==> src/design/spq_pkg.sv <==
// Shared types and constants for the sorted priority queue.
`default_nettype none
package spq_pkg;

    localparam int DEPTH_DEF  = 16;
    localparam int DATA_W_DEF = 32;
    localparam int ACTION_W   = 2;
    localparam int ITEM_W     = 32;
    localparam int RANK_W     = 4;
    localparam int STATUS_W   = 2;
    localparam int COUNT_W    = 5;

    typedef enum logic [ACTION_W-1:0] {
        ACT_PUSH    = 2'd0,
        ACT_POP     = 2'd1,
        ACT_READ    = 2'd2,
        ACT_REPLACE = 2'd3
    } t_action;

    typedef enum logic [STATUS_W-1:0] {
        ST_OK    = 2'd0,
        ST_EMPTY = 2'd1,
        ST_RANK  = 2'd2,
        ST_FULL  = 2'd3
    } t_status;

    typedef enum logic [1:0] {
        MODE_HOLD   = 2'd0,
        MODE_SHIFT  = 2'd1,
        MODE_INSERT = 2'd2
    } t_mode;

    typedef struct packed {
        t_mode             mode;
        logic              remove;
        logic [RANK_W-1:0] rank;
    } t_cell_ctl;

endpackage
`default_nettype wire

==> src/design/spq_cell.sv <==
// One storage cell of the sorted chain: holds one entry, shifts or inserts.
`default_nettype none
module spq_cell #(
    parameter int DATA_WIDTH = spq_pkg::DATA_W_DEF,
    parameter int DEPTH      = spq_pkg::DEPTH_DEF,
    parameter int IDX        = 0
) (
    input  wire                             i_clk,
    input  spq_pkg::t_cell_ctl              i_ctl,
    input  wire [DATA_WIDTH-1:0]            i_value,
    input  wire [$clog2(DEPTH+1)-1:0]       i_base_len,
    input  wire [DATA_WIDTH-1:0]            i_prev_e,
    input  wire [DATA_WIDTH-1:0]            i_next_e,
    input  wire                             i_prev_ge,
    output logic [DATA_WIDTH-1:0]           o_e,
    output logic                            o_ge
);
    import spq_pkg::*;

    localparam int CW = $clog2(DEPTH + 1);
    localparam int IW = (CW > RANK_W) ? CW : RANK_W;

    logic [DATA_WIDTH-1:0] r_e;
    logic [DATA_WIDTH-1:0] n_e;
    logic [DATA_WIDTH-1:0] b_own;
    logic [DATA_WIDTH-1:0] b_prev;
    logic [IW-1:0]         idx_ext;
    logic [IW-1:0]         rank_ext;

    // b_own / b_prev: this and the previous slot after the optional removal
    always_comb begin
        idx_ext  = IW'(IDX);
        rank_ext = IW'(i_ctl.rank);
        b_own    = (i_ctl.remove && (idx_ext >= rank_ext)) ? i_next_e : r_e;
        b_prev   = (i_ctl.remove && (idx_ext > rank_ext)) ? r_e : i_prev_e;
        o_ge     = (idx_ext < IW'(i_base_len)) && (b_own >= i_value);
    end

    always_comb begin
        case (i_ctl.mode)
            MODE_SHIFT:  n_e = b_own;
            MODE_INSERT: n_e = o_ge ? b_own : (i_prev_ge ? i_value : b_prev);
            default:     n_e = r_e;
        endcase
    end

    always_ff @(posedge i_clk) begin
        r_e <= n_e;
    end

    assign o_e = r_e;

endmodule
`default_nettype wire

==> src/design/sorted_priority_queue.sv <==
// Top level of the sorted priority queue: request decode, cell chain, result register.
//
// Usage: a request word (i_action, i_item_value, i_rank) is taken on a clock
// edge where start is high and busy is low. busy never rises, so a request
// may be issued on every cycle.
// Actions: push inserts in descending order, pop returns the largest word,
// read returns the word at a rank, replace overwrites at a rank and re-sorts.
// Each request yields one result word (o_read_value, o_status, o_count),
// shown for exactly one cycle with o_done high, in the cycle after acceptance.
// Throughput: one request per cycle; every cell of the chain compares its
// entry with the request value and takes its own, its neighbour's or the new
// word in the same cycle, so no request needs more than one pass.
// Flagged requests (pop when empty, push when full, rank at or beyond the
// count) return zero data and leave the contents unchanged.
// Reset (i_rst_n low, synchronous) empties the queue and clears o_done; the
// entries themselves are not cleared. The receiver cannot stall results.
`default_nettype none
module sorted_priority_queue #(
    parameter int DEPTH      = spq_pkg::DEPTH_DEF,
    parameter int DATA_WIDTH = spq_pkg::DATA_W_DEF
) (
    input  wire                            i_clk,
    input  wire                            i_rst_n,
    input  wire                            start,
    output logic                           busy,
    input  wire [spq_pkg::ACTION_W-1:0]    i_action,
    input  wire [spq_pkg::ITEM_W-1:0]      i_item_value,
    input  wire [spq_pkg::RANK_W-1:0]      i_rank,
    output logic                           o_done,
    output logic [spq_pkg::ITEM_W-1:0]     o_read_value,
    output logic [spq_pkg::STATUS_W-1:0]   o_status,
    output logic [spq_pkg::COUNT_W-1:0]    o_count
);
    import spq_pkg::*;

    localparam int CW = $clog2(DEPTH + 1);
    localparam int AW = $clog2(DEPTH);
    localparam int IW = (CW > RANK_W) ? CW : RANK_W;

    logic [CW-1:0]         r_count;
    logic [CW-1:0]         n_count;
    logic                  r_done;
    logic [DATA_WIDTH-1:0] r_rd;
    logic [DATA_WIDTH-1:0] n_rd;
    t_status               r_status;
    t_status               n_status;

    t_cell_ctl             ctl;
    logic [DATA_WIDTH-1:0] value;
    logic [CW-1:0]         base_len;
    logic                  rank_bad;

    logic [DATA_WIDTH-1:0] cell_e  [DEPTH];
    logic                  cell_ge [DEPTH];

    assign busy  = 1'b0;
    assign value = DATA_WIDTH'(i_item_value);

    always_comb begin
        ctl.mode   = MODE_HOLD;
        ctl.remove = 1'b0;
        ctl.rank   = i_rank;
        base_len   = r_count;
        n_count    = r_count;
        n_rd       = '0;
        n_status   = ST_OK;
        rank_bad   = IW'(i_rank) >= IW'(r_count);
        if (start) begin
            unique case (t_action'(i_action))
                ACT_PUSH: begin
                    if (r_count == CW'(DEPTH)) begin
                        n_status = ST_FULL;
                    end else begin
                        ctl.mode = MODE_INSERT;
                        n_count  = r_count + CW'(1);
                    end
                end
                ACT_POP: begin
                    if (r_count == '0) begin
                        n_status = ST_EMPTY;
                    end else begin
                        ctl.mode   = MODE_SHIFT;
                        ctl.remove = 1'b1;
                        ctl.rank   = '0;
                        n_rd       = cell_e[0];
                        n_count    = r_count - CW'(1);
                    end
                end
                ACT_READ: begin
                    if (rank_bad) begin
                        n_status = ST_RANK;
                    end else begin
                        n_rd = cell_e[AW'(i_rank)];
                    end
                end
                ACT_REPLACE: begin
                    if (rank_bad) begin
                        n_status = ST_RANK;
                    end else begin
                        ctl.mode   = MODE_INSERT;
                        ctl.remove = 1'b1;
                        base_len   = r_count - CW'(1);
                    end
                end
                default: begin
                    n_status = ST_OK;
                end
            endcase
        end
    end

    for (genvar g = 0; g < DEPTH; g++) begin : g_cell
        spq_cell #(
            .DATA_WIDTH (DATA_WIDTH),
            .DEPTH      (DEPTH),
            .IDX        (g)
        ) u_cell (
            .i_clk      (i_clk),
            .i_ctl      (ctl),
            .i_value    (value),
            .i_base_len (base_len),
            .i_prev_e   ((g == 0) ? '0 : cell_e[(g == 0) ? 0 : g - 1]),
            .i_next_e   ((g == DEPTH - 1) ? '0 : cell_e[(g == DEPTH - 1) ? g : g + 1]),
            .i_prev_ge  ((g == 0) ? 1'b1 : cell_ge[(g == 0) ? 0 : g - 1]),
            .o_e        (cell_e[g]),
            .o_ge       (cell_ge[g])
        );
    end

    always_ff @(posedge i_clk) begin
        if (!i_rst_n) begin
            r_count <= '0;
            r_done  <= 1'b0;
        end else begin
            r_count <= n_count;
            r_done  <= start;
        end
    end

    always_ff @(posedge i_clk) begin
        r_rd     <= n_rd;
        r_status <= n_status;
    end

    assign o_done       = r_done;
    assign o_read_value = ITEM_W'(r_rd);
    assign o_status     = r_status;
    assign o_count      = COUNT_W'(r_count);

endmodule
`default_nettype wire
==> config.mk <==
export PLATFORM = sky130hd
export DESIGN_NAME = sorted_priority_queue
export DESIGN_NICKNAME = d
export VERILOG_FILES = /design/src/design/spq_pkg.sv /design/src/design/spq_cell.sv /design/src/design/sorted_priority_queue.sv
export SDC_FILE = /design/constraint.sdc
export NUM_CORES = 2
export LEC_CHECK = 0
export ABC_CLOCK_PERIOD_IN_PS = 11600
export BUFFER_PORTS_ARGS = -buffer_cell sky130_fd_sc_hd__buf_2
export CORE_ASPECT_RATIO = 1.1
export CORE_MARGIN = 5
export CORE_UTILIZATION = 50
export DETAILED_ROUTE_END_ITERATION = 8
export MAX_ROUTING_LAYER = met4
export PLACE_DENSITY = 0.66
export SLEW_MARGIN = 20
export SYNTH_ARGS = -nofsm -noshare
export SYNTH_HDL_FRONTEND = slang
export SYNTH_HIERARCHICAL = 1
export SYNTH_SLANG_ARGS = --single-unit
==> constraint.sdc <==
create_clock -name i_clk -period 11.6 [get_ports i_clk]
set_clock_uncertainty 0.05 [all_clocks]
set_input_delay 2.32 -clock i_clk [delete_from_list [all_inputs] [get_ports i_clk]]
set_output_delay 2.32 -clock i_clk [all_outputs]
set_load 0.03 [all_outputs]
==> run summary <==
* 0 — global route total overflow
* 10 — initial antenna violation count
* flop to flop — type of the tightest min-delay check
* 51102 — vias in the first global route
* 552 — number of storage elements in the synthesis netlist
* 3 — buffer depth of the longest clock path
* 6.79% — synth-to-layout area growth
* 0.913 — global placer's final weighted congestion
* 0.503 — initial standard-cell utilization of the core
* input port — launching element type of the critical path
* built — CTS tree
* 62100 um2 — Synth Cell Area
* 6 — YS warnings
* 0.274 — worst slew margin relative to its limit
* 41 — largest fanout on the critical path
* 7846 — total instance count after detailed placement
* o_count[0] — launch instance of the worst register-to-register path
* 102 nW/um2 — P per Cell Area
* 0 — Post-CTS Setup Bufs
* 0 — Post-DRT Antenna Nets
* 74 — clock buffer count from CTS
* 0 — total count of hold-check failures in the final report
* 0.67 ns — worst-skew pair later-pin latency
* 4697 — DRT iter0 DRCs
* 6859 — Nets
* 0.248 — fraction of synthesized cell area taken by the top area cell type
* 0 — share of flip-flops with an asynchronous set or reset after synthesis
* 0.538 — Final Util
* 0.261 — Seq/Total Area, Yosys
* 0.0253 uW — static leakage
* 80 — port bufs
* 0 — cts hold-fix bufs
* 0.832 — Tcrit/Tclk final
* completed — run status
* 298 mm — global-route wire length before repair
* g_cell[0].u_cell/o_e[11] — hold path start
* 512 — Post-synth EDFFs
* 195 mm — Total Wirelength
* clkbuf_16 — root buffer selected by CTS
* 131000 um2 — die area
* 0 — post-route DRC violation count
* inv_1, mux2i_1, ha_1 — most frequent cells after synthesis
* 52098 — via total after detailed routing
* 0 ns — Fin Setup TNS
* edfxtp_1 — most used flip-flop cell after synthesis
* 98 — maximum number of pins on one net before global-route repair
* 552 — clk sink count
* 1.09 ns — slew at the pin closest to its max-slew limit
* 135 — Placement Rows
* no — setup repair after global routing missed its margin
* 346 um — Die W
* 24.4 um — average detailed-routed wire length per instance
* 0 — # Max-Cap Violations
* edfxtp_1 — Synth area leader
* 0 — total count of max-transition violations in the final report
* 0 — Gates resized, CTS repair
* 1.95 ns — worst setup slack after layout
* 11.84 ns — required time worst endpoint
* 3 — H-tree Lvls
* 104 MHz — highest attainable clock frequency
* i_rank[0] — CP startpoint
* 0.546 ns — worst hold slack
* input port to flop — CP Class
* 0 — total of endpoints with negative setup slack in the final report
* 9.65 ns — post-route minimum period
* 82 — total I/O pin count
* flop — Critical Path End Type
* 7990 — non-filler cells, final
* edfxtp_1, ha_1, mux2_2 — biggest area contributors in the synthesized netlist
* 1.37 ns — pre-CTS WS
* 0.06 ns — Reg clk slew, reported paths
* 9 — TritonRoute pass-1 iters
* 380 um — height of the die
* 0.289 — total global routing track utilization
* 0.125 mV — worst IR drop on VDD
* 9.89 ns — Arrival @ worst endpoint
* 123000 um2 — area of the core
* inv_1 — dominant cell by count in the synthesized netlist
* 0.208 — fraction of final layout cells sized beyond drive strength 1
* 147 mm — HPWL after DPL
* 99 — number of library cell types mapped by synthesis
* 6389 — Post-Syn Instances
* 6.52 — mean number of vias per cell
* 9.71 um2 — average footprint of a synthesized cell
## critical path: stages
cell and delay (ns):
buf_8 0.30, inv_1 0.12, ha_1 0.31, nand2b_1 0.15, a21o_1 0.18, a21oi_1 0.39
o21ai_0 0.42, nand2_2 0.45, buf_4 0.61, o21ai_4 0.10, buf_4 0.31, mux2_2 0.35
ha_1 0.32, nand4_1 0.20, nor4_4 0.41, nand2_1 0.23, a31oi_4 0.18, buf_4 0.53
o21ai_0 0.30, clkinv_1 0.09, buf_4 0.54, and3b_1 0.28, a31oi_4 0.17, buf_4 0.47
## layout make-up
| type | instances | area (um2) |
|---|---|---|
| Antenna cell | 4 | 10.0 |
| Clock buffer | 102 | 2130 |
| Clock inverter | 36 | 236 |
| Fill cell | 10965 | 57000 |
| Inverter | 569 | 2140 |
| Multi-Input combinational cell | 4876 | 42000 |
| Sequential cell | 552 | 16200 |
| Tap cell | 1644 | 2060 |
| Timing Repair Buffer | 207 | 1490 |
## through the flow
| step | total power (uW) | cell area (um2) |
|---|---|---|
| after floorplan | 3850 | 62300 |
| after global placement | 4360 | 63700 |
| after detailed placement | 4420 | 63800 |
| after CTS | 6740 | 66200 |
| after global routing | 7040 | 66300 |
| final | 6750 | 66300 |
## routing by layer
layer / GRT usage / vias up / part of all wire
met2: 0.493 / 2280 / 0.49
met4: 0.112 / 0 / 0.041
met3: 0.0381 / 472 / 0.068
li1: - / 23815 / -
met5: - / - / 0
met1: 0.348 / 25531 / 0.40
## cell families after synthesis
group | count (synthesis) | share of synthesized area
simple gates | 1751 | 0.147
mux | 1448 | 0.287
buf+inv | 1025 | 0.0744
other cells | 2 | 0.000121
compound gates | 1067 | 0.121
flops | 552 | 0.261
xor+xnor | 6 | 0.000847
fa+ha+maj | 538 | 0.108
## flip-flops by register name (all words and copies together), names as in the netlist
name,count
o_done,1
o_count,5
o_status,2
o_read_value,32
g_cell.u_cell/o_e,512
## final timing paths
path / endpoint / slack (ns) / depth (start not counted)
min reg2reg: o_read_value[11] / 0.55 / 1
max reg2reg: g_cell[13].u_cell/o_e[26] / 3.52 / 22
min: o_read_value[11] / 0.55 / 1
max: g_cell[13].u_cell/o_e[26] / 1.95 / 24
## power breakdown
group          switching [uW]  total, uW  internal (uW)  leakage (uW)
registers                 131       2480           2340       0.00502
clock network            1000       2320           1320       0.00117
logic                    1170       1960            785        0.0191
## cells in the final DEF, fill, tap and decap left out, types with 13 or more instances in the layout
master,netlist,layout
a21oi_1,460,459
a211oi_1,38,37
mux4_2,128,128
nand2b_1,230,229
mux2_2,514,514
and4_1,43,43
and2_1,16,14
mux2_4,201,201
nor2_1,517,515
buf_2,89,77
mux2_1,60,60
or2b_1,13,13
conb_1,2,66
or2_1,28,28
buf_4,2,122
mux2i_1,545,544
nand4_1,288,288
clkbuf_16,0,80
a22o_1,33,32
edfxtp_1,512,512
o21a_1,14,14
clkinv_1,0,14
nor3_1,36,36
a31oi_4,7,16
clkinv_2,0,14
a21o_1,15,15
nand2_1,238,237
o221ai_1,259,259
inv_1,569,562
ha_1,538,530
o21ai_0,96,90
clkbuf_1,260,17
nor2b_1,38,35
dfxtp_1,40,40
nor3_2,22,22
nand3_1,224,224
No activity file was read; power rests on OpenSTA's default activity.
